--- src/hw/rtl/fltw_pkg.sv ---
`timescale 1ns / 1ps
`default_nettype none
// ----------------------------------------------------------------------------
// fltw_pkg
// Shared constants, types and helpers of the four-level page table walker.
// ----------------------------------------------------------------------------
package fltw_pkg;

   // The entry store depth must be a power of two.
   localparam int STORE_WORDS = 4096;
   localparam int WORD_ADDR_W = $clog2(STORE_WORDS);

   localparam int ENTRY_W = 64;
   localparam int PADDR_W = 52;
   localparam int VADDR_W = 48;
   localparam int INDEX_W = 9;

   localparam int BIT_PRESENT = 0;
   localparam int BIT_SIZE    = 7;

   localparam logic OP_WRITE     = 1'b0;
   localparam logic OP_TRANSLATE = 1'b1;

   localparam logic [1:0] LVL_TOP  = 2'd0;
   localparam logic [1:0] LVL_GIG  = 2'd1;
   localparam logic [1:0] LVL_MEG  = 2'd2;
   localparam logic [1:0] LVL_PAGE = 2'd3;

   typedef struct packed {
      logic                   wr_en;
      logic [WORD_ADDR_W-1:0] wr_addr;
      logic [ENTRY_W-1:0]     wr_data;
      logic [WORD_ADDR_W-1:0] rd_addr;
   } ram_req_type;

   typedef struct packed {
      logic               valid;
      logic               translated;
      logic [VADDR_W-1:0] physical_address;
   } result_type;

   function automatic logic [INDEX_W-1:0] va_index(input logic [VADDR_W-1:0] va,
                                                   input logic [1:0] lvl);
      logic [INDEX_W-1:0] idx;
      case (lvl)
         LVL_TOP:  idx = va[47:39];
         LVL_GIG:  idx = va[38:30];
         LVL_MEG:  idx = va[29:21];
         LVL_PAGE: idx = va[20:12];
         default:  idx = va[20:12];
      endcase
      return idx;
   endfunction

endpackage
`default_nettype wire

--- src/hw/rtl/fltw_walker.sv ---
`timescale 1ns / 1ps
`default_nettype none
// ----------------------------------------------------------------------------
// fltw_walker
// Sequencer that clears the entry store, performs entry writes and walks the
// four table levels through one shared entry address unit.
// ----------------------------------------------------------------------------
module fltw_walker (
   input  logic                           clock,
   input  logic                           reset,
   input  logic                           req_valid,
   output logic                           req_ready,
   input  logic                           req_opcode,
   input  logic [fltw_pkg::PADDR_W-1:0]   req_table_address,
   input  logic [fltw_pkg::ENTRY_W-1:0]   req_entry_value,
   input  logic [fltw_pkg::ENTRY_W-1:0]   req_root_pointer,
   input  logic [fltw_pkg::VADDR_W-1:0]   req_virtual_address,
   output fltw_pkg::ram_req_type          ram_req,
   input  logic [fltw_pkg::ENTRY_W-1:0]   rd_data,
   output fltw_pkg::result_type           result,
   input  logic                           result_ready
);

   typedef enum logic [4:0] {
      ST_CLEAR = 5'b00001,
      ST_IDLE  = 5'b00010,
      ST_ISSUE = 5'b00100,
      ST_CHECK = 5'b01000,
      ST_DONE  = 5'b10000
   } state_type;

   localparam int FULL_WORD_W = 40 + fltw_pkg::INDEX_W;

   state_type                          state_ff, state_in;
   logic [fltw_pkg::WORD_ADDR_W-1:0]   clear_cnt_ff, clear_cnt_in;
   logic [1:0]                         level_ff, level_in;
   logic [fltw_pkg::ENTRY_W-1:0]       root_ff, root_in;
   logic [fltw_pkg::VADDR_W-1:0]       va_ff, va_in;
   logic                               res_translated_ff, res_translated_in;
   logic [fltw_pkg::VADDR_W-1:0]       res_pa_ff, res_pa_in;

   logic [fltw_pkg::ENTRY_W-1:0]       base_sel;
   logic [1:0]                         level_sel;
   logic [fltw_pkg::INDEX_W-1:0]       index_sel;
   logic [FULL_WORD_W-1:0]             full_word;
   logic [1:0]                         level_next;
   logic                               accept;

   assign accept     = req_valid && req_ready;
   assign req_ready  = (state_ff == ST_IDLE);
   assign level_next = 2'(level_ff + 2'd1);

   // Shared entry address unit: table base bits 51:12 joined with the index.
   always_comb begin
      if (state_ff == ST_ISSUE) begin
         base_sel  = root_ff;
         level_sel = fltw_pkg::LVL_TOP;
      end else begin
         base_sel  = rd_data;
         level_sel = level_next;
      end
      index_sel = fltw_pkg::va_index(va_ff, level_sel);
      full_word = {base_sel[51:12], index_sel};
   end

   always_comb begin
      ram_req.rd_addr = full_word[fltw_pkg::WORD_ADDR_W-1:0];
      if (state_ff == ST_CLEAR) begin
         ram_req.wr_en   = 1'b1;
         ram_req.wr_addr = clear_cnt_ff;
         ram_req.wr_data = '0;
      end else begin
         ram_req.wr_en   = accept && (req_opcode == fltw_pkg::OP_WRITE);
         ram_req.wr_addr = req_table_address[3 +: fltw_pkg::WORD_ADDR_W];
         ram_req.wr_data = req_entry_value;
      end
   end

   always_comb begin
      state_in          = state_ff;
      clear_cnt_in      = clear_cnt_ff;
      level_in          = level_ff;
      root_in           = root_ff;
      va_in             = va_ff;
      res_translated_in = res_translated_ff;
      res_pa_in         = res_pa_ff;
      case (state_ff)
         ST_CLEAR: begin
            clear_cnt_in = clear_cnt_ff + 1'b1;
            if (clear_cnt_ff == '1) begin
               state_in = ST_IDLE;
            end
         end
         ST_IDLE: begin
            if (accept) begin
               root_in           = req_root_pointer;
               va_in             = req_virtual_address;
               level_in          = fltw_pkg::LVL_TOP;
               res_translated_in = 1'b0;
               res_pa_in         = '0;
               if (req_opcode == fltw_pkg::OP_WRITE) begin
                  state_in = ST_DONE;
               end else begin
                  state_in = ST_ISSUE;
               end
            end
         end
         ST_ISSUE: begin
            state_in = ST_CHECK;
         end
         ST_CHECK: begin
            if (!rd_data[fltw_pkg::BIT_PRESENT]) begin
               state_in = ST_DONE;
            end else if (level_ff == fltw_pkg::LVL_GIG && rd_data[fltw_pkg::BIT_SIZE]) begin
               res_translated_in = 1'b1;
               res_pa_in         = {rd_data[47:30], va_ff[29:0]};
               state_in          = ST_DONE;
            end else if (level_ff == fltw_pkg::LVL_MEG && rd_data[fltw_pkg::BIT_SIZE]) begin
               res_translated_in = 1'b1;
               res_pa_in         = {rd_data[47:21], va_ff[20:0]};
               state_in          = ST_DONE;
            end else if (level_ff == fltw_pkg::LVL_PAGE) begin
               res_translated_in = 1'b1;
               res_pa_in         = {rd_data[47:12], va_ff[11:0]};
               state_in          = ST_DONE;
            end else begin
               level_in = level_next;
            end
         end
         ST_DONE: begin
            if (result_ready) begin
               state_in = ST_IDLE;
            end
         end
         default: begin
            state_in = ST_IDLE;
         end
      endcase
   end

   always_ff @(posedge clock) begin
      if (reset) begin
         state_ff     <= ST_CLEAR;
         clear_cnt_ff <= '0;
      end else begin
         state_ff     <= state_in;
         clear_cnt_ff <= clear_cnt_in;
      end
      level_ff          <= level_in;
      root_ff           <= root_in;
      va_ff             <= va_in;
      res_translated_ff <= res_translated_in;
      res_pa_ff         <= res_pa_in;
   end

   always_comb begin
      result.valid            = (state_ff == ST_DONE);
      result.translated       = res_translated_ff;
      result.physical_address = res_pa_ff;
   end

endmodule
`default_nettype wire

--- config.mk ---
export PLATFORM = sky130hd
export DESIGN_NAME = fltw_walker
export DESIGN_NICKNAME = d
export VERILOG_FILES = /design/src/hw/rtl/fltw_pkg.sv /design/src/hw/rtl/fltw_walker.sv
export SDC_FILE = /design/constraint.sdc
export NUM_CORES = 1
export LEC_CHECK = 0
export BUFFER_PORTS_ARGS = -buffer_cell sky130_fd_sc_hd__buf_2
export CAP_MARGIN = 20
export CELL_PAD_IN_SITES_DETAIL_PLACEMENT = 1
export CELL_PAD_IN_SITES_GLOBAL_PLACEMENT = 2
export CORE_AREA = 2 2 171 173
export CTS_CLUSTER_DIAMETER = 40
export DETAILED_ROUTE_END_ITERATION = 12
export DIE_AREA = 0 0 173 175
export GPL_TIMING_DRIVEN = 0
export PLACE_DENSITY_LB_ADDON = 0.1
export SLEW_MARGIN = 20
export SYNTH_ARGS = -nofsm -noshare
export SYNTH_HDL_FRONTEND = slang
export SYNTH_SLANG_ARGS = --single-unit
--- constraint.sdc ---
create_clock -name clock -period 5.9 [get_ports clock]
set_input_delay 0.295 -clock clock [delete_from_list [all_inputs] [get_ports clock]]
set_output_delay 0.295 -clock clock [all_outputs]
set_load 0.05 [all_outputs]
==> flow_summary.toml <==
[critical_path]
worst_path_max_delay_cell = "clkbuf_1"
critPathMaxStageDelay_ns = 0.43
critPathRequiredTime_ns = 5.61
cp-end-kind = "output pin"
path_cells = "clkbuf_1 -> inv_1 -> ha_1 -> buf_4 -> clkbuf_1 -> buf_2 -> o31ai_1 -> a22oi_1 -> buf_2"
critPathLaunchType = "flop"
setup.worst_path.class = "flop to output pin"
critPathMaxFanout = 10
cp.arrival_ns = 3.25

[sta]
min_period_ns = 3.54
setup_viol = 0
worst_pin_slew_ns = 0.868
fin_crit_sh = 0.600
finalHoldViolations = 0
max_freq_mhz = 282
rsz0062_at_grt = "false"
maxSlewHeadroom = 0.418
skew_ns = 0.0121
slew_violations = 0

[cells_and_area]
final_area_sq_um = 8210
drive_gt1_frac = 0.476
seqCellArea_sq_um = 3400
final_cell_count_no_fill = 1187
fillCellCount = 3311
finalNetCount = 1090
most-common-layout-cells = "311 x buf_2, 102 x edfxtp_1, 97 x and2_1"
final_common_cell = "buf_2"
multiInputGateArea_sq_um = 1940
area_delta_synth_final_pct = 49.3

[detailed_routing]
dr_wl_met2_microns = 10700
wl_met3_microns = 1500
vias_per_cell = 4.07
drt_iter0_drc = 176
wl_microns = 21000
dr_total_vias = 4835
dr.pass1.iters = 7
wl_per_cell_microns = 17.7
drt-met1-wl_microns = 8640
route.detailed.drc = 0
top_layer = "met5"
drtAntennaViolNets = 0

[clocking]
cts_buffer_depth = 2
cts.sinks = 119
postCtsHoldBufs = 0
htree_num_levels = 4
root_buffer = "clkbuf_16"
cts_setup_buffers = 0
cts_tree = "yes"
clock_latency_ns = 0.42
numCtsBuffers = 17
clk_pin_slew_ns = 0.07
cts_resized = 0

[grt]
grt_usage = 0.138
grt_pass1_vias = 5142
antenna_found_initial = 7
grt_pass1_wl_microns = 31200
grt_max_degree = 52
overflow = 0

[run_status]
status = "complete, no violations"

[synth]
async_reset_ff_frac = 0
synth_cell_type_count = 42
synth_fp_nets = 760
syn_area_sq_um = 5500
ys.flop_type = "edfxtp_1"
ys_ff_latch = 119
syn_inst = 459
synth-edff-count = 102
ys_warn_count = 0
yosysSeqAreaShare = 0.619
avgSynthCellArea_sq_um = 12.0

[floorplan]
die_area_sq_um = 30300
start_util = 0.194
num_rows = 62
ios = 437
core_sq_um = 28400
die_h_microns = 175
dieWidth_microns = 173

[power_and_ir_drop]
swShare = 0.322
pwr-share-clk = 0.418
finalPower_mw = 2.66
power.density_nw_per_um2 = 324
p_leak_nw = 3.67
power_frac_seq = 0.351
comb_power_share = 0.231
intPower_mw = 1.80
p_switching_uw = 854
ir_drop_mv = 0.179

[place]
gp_congestion = 0.882
dp_hpwl_microns = 17000
dp_cells = 1154
port_buffers = 309
placed_area_sq_um = 7580

[hold_path]
hold_path.class = "primary input to flop"

[flow_run]
cap_violations = 0
cells by family (layout without fill, tap and decap cells):
family,count (synthesis),after routing,synth area share
adder cells (fa/ha/maj),4,4,0.00911
buffers and inverters,32,375,0.0305
multiplexers,22,22,0.0448
AND/OR/NAND/NOR,213,213,0.216
AO/OA/AOI/OAI,60,60,0.0662
other,0,1,0
flip-flops,119,119,0.619
XOR/XNOR,9,9,0.0143
critical path: cells and delay by family (launching register included):
family / cells / cell delay (ns)
flip-flops: 1 / 0.40
AO/OA/AOI/OAI: 2 / 0.33
buffers and inverters: 6 / 1.80
adder cells (fa/ha/maj): 1 / 0.30
final timing paths:
path	start	to	slack, ns	depth (start not counted)
min reg2reg	clear_cnt_ff[9]$_SDFFE_PP0P_	clear_cnt_ff[9]$_SDFFE_PP0P_	0.52	2
min	req_virtual_address[40]	va_ff[40]$_DFFE_PP_	0.05	1
max reg2reg	level_ff[0]$_SDFFCE_PN0P_	res_pa_ff[14]$_SDFFCE_PN0P_	2.89	8
max	level_ff[0]$_SDFFCE_PN0P_	ram_req[4]	2.36	9
power groups by stage:
stage	sequential [mW]	combinational [mW]	clock, mW
after floorplan	0.956	0.433	0
after global placement	0.952	0.620	0
after detailed placement	0.951	0.624	0
after CTS	0.934	0.627	1.14
after global routing	0.936	0.656	1.18
final	0.934	0.614	1.11
registers in the layout, summed over array words and instances, names as in the netlist:
signal,cells
clear_cnt_ff,12
level_ff,2
res_pa_ff,48
res_translated_ff,1
root_ff,3
state_ff,5
va_ff,48
per-stage QoR:
stage	utilization	hold slack, ns	TNS, ns	setup WS, ns
finish	0.289	0.0454	0	2.36
CTS	0.289	0.0240	0	2.26
global placement	0.265	0.473	-94.23	-1.93
floorplan	-	0.364	0	0.573
global route	0.289	0.0231	0	2.12
detailed placement	0.267	0.474	0	2.72
synthesized netlist by cell type (2+ instances only):
cell      count  share of area
o31ai_1       9          0.012
or3_1         2         0.0023
and2_1       97           0.11
buf_4         4         0.0055
a21oi_1      22          0.020
clkbuf_1     18          0.012
xor2_1        9          0.014
buf_6         4         0.0082
a22oi_1       9          0.012
mux2_2       21          0.043
o21ai_0      14          0.013
nor2b_1       2         0.0023
nor2_1       16          0.011
nor3b_1       2         0.0027
and2_2        2         0.0027
nand2b_1      9          0.010
inv_1         3         0.0020
and3_1        2         0.0023
o21ai_1       2         0.0018
nand4_1       6         0.0068
buf_2         2         0.0018
dfxtp_1      17          0.062
nand3_1      13          0.012
edfxtp_1    102           0.56
ha_1          4         0.0091
nand2_1      52          0.036
metal layers:
layer | track usage | up-vias
met2 | 0.249 | 240
met3 | 0.0457 | 18
li1 | - | 2290
met1 | 0.157 | 2285
met4 | 0.0360 | 2
met5 | 0 | -
area by class of cell:
type | instances | share of cell area
diodes | 1 | 0.000305
plain buffers | 28 | 0.0186
clock buffers | 17 | 0.0518
clock inverters | 15 | 0.0241
inverters | 4 | 0.00213
multi-input cells | 308 | 0.236
flip-flops and latches | 119 | 0.415
well taps | 384 | 0.0586
repair buffers | 311 | 0.194
Power figures use the tool's default switching activity.
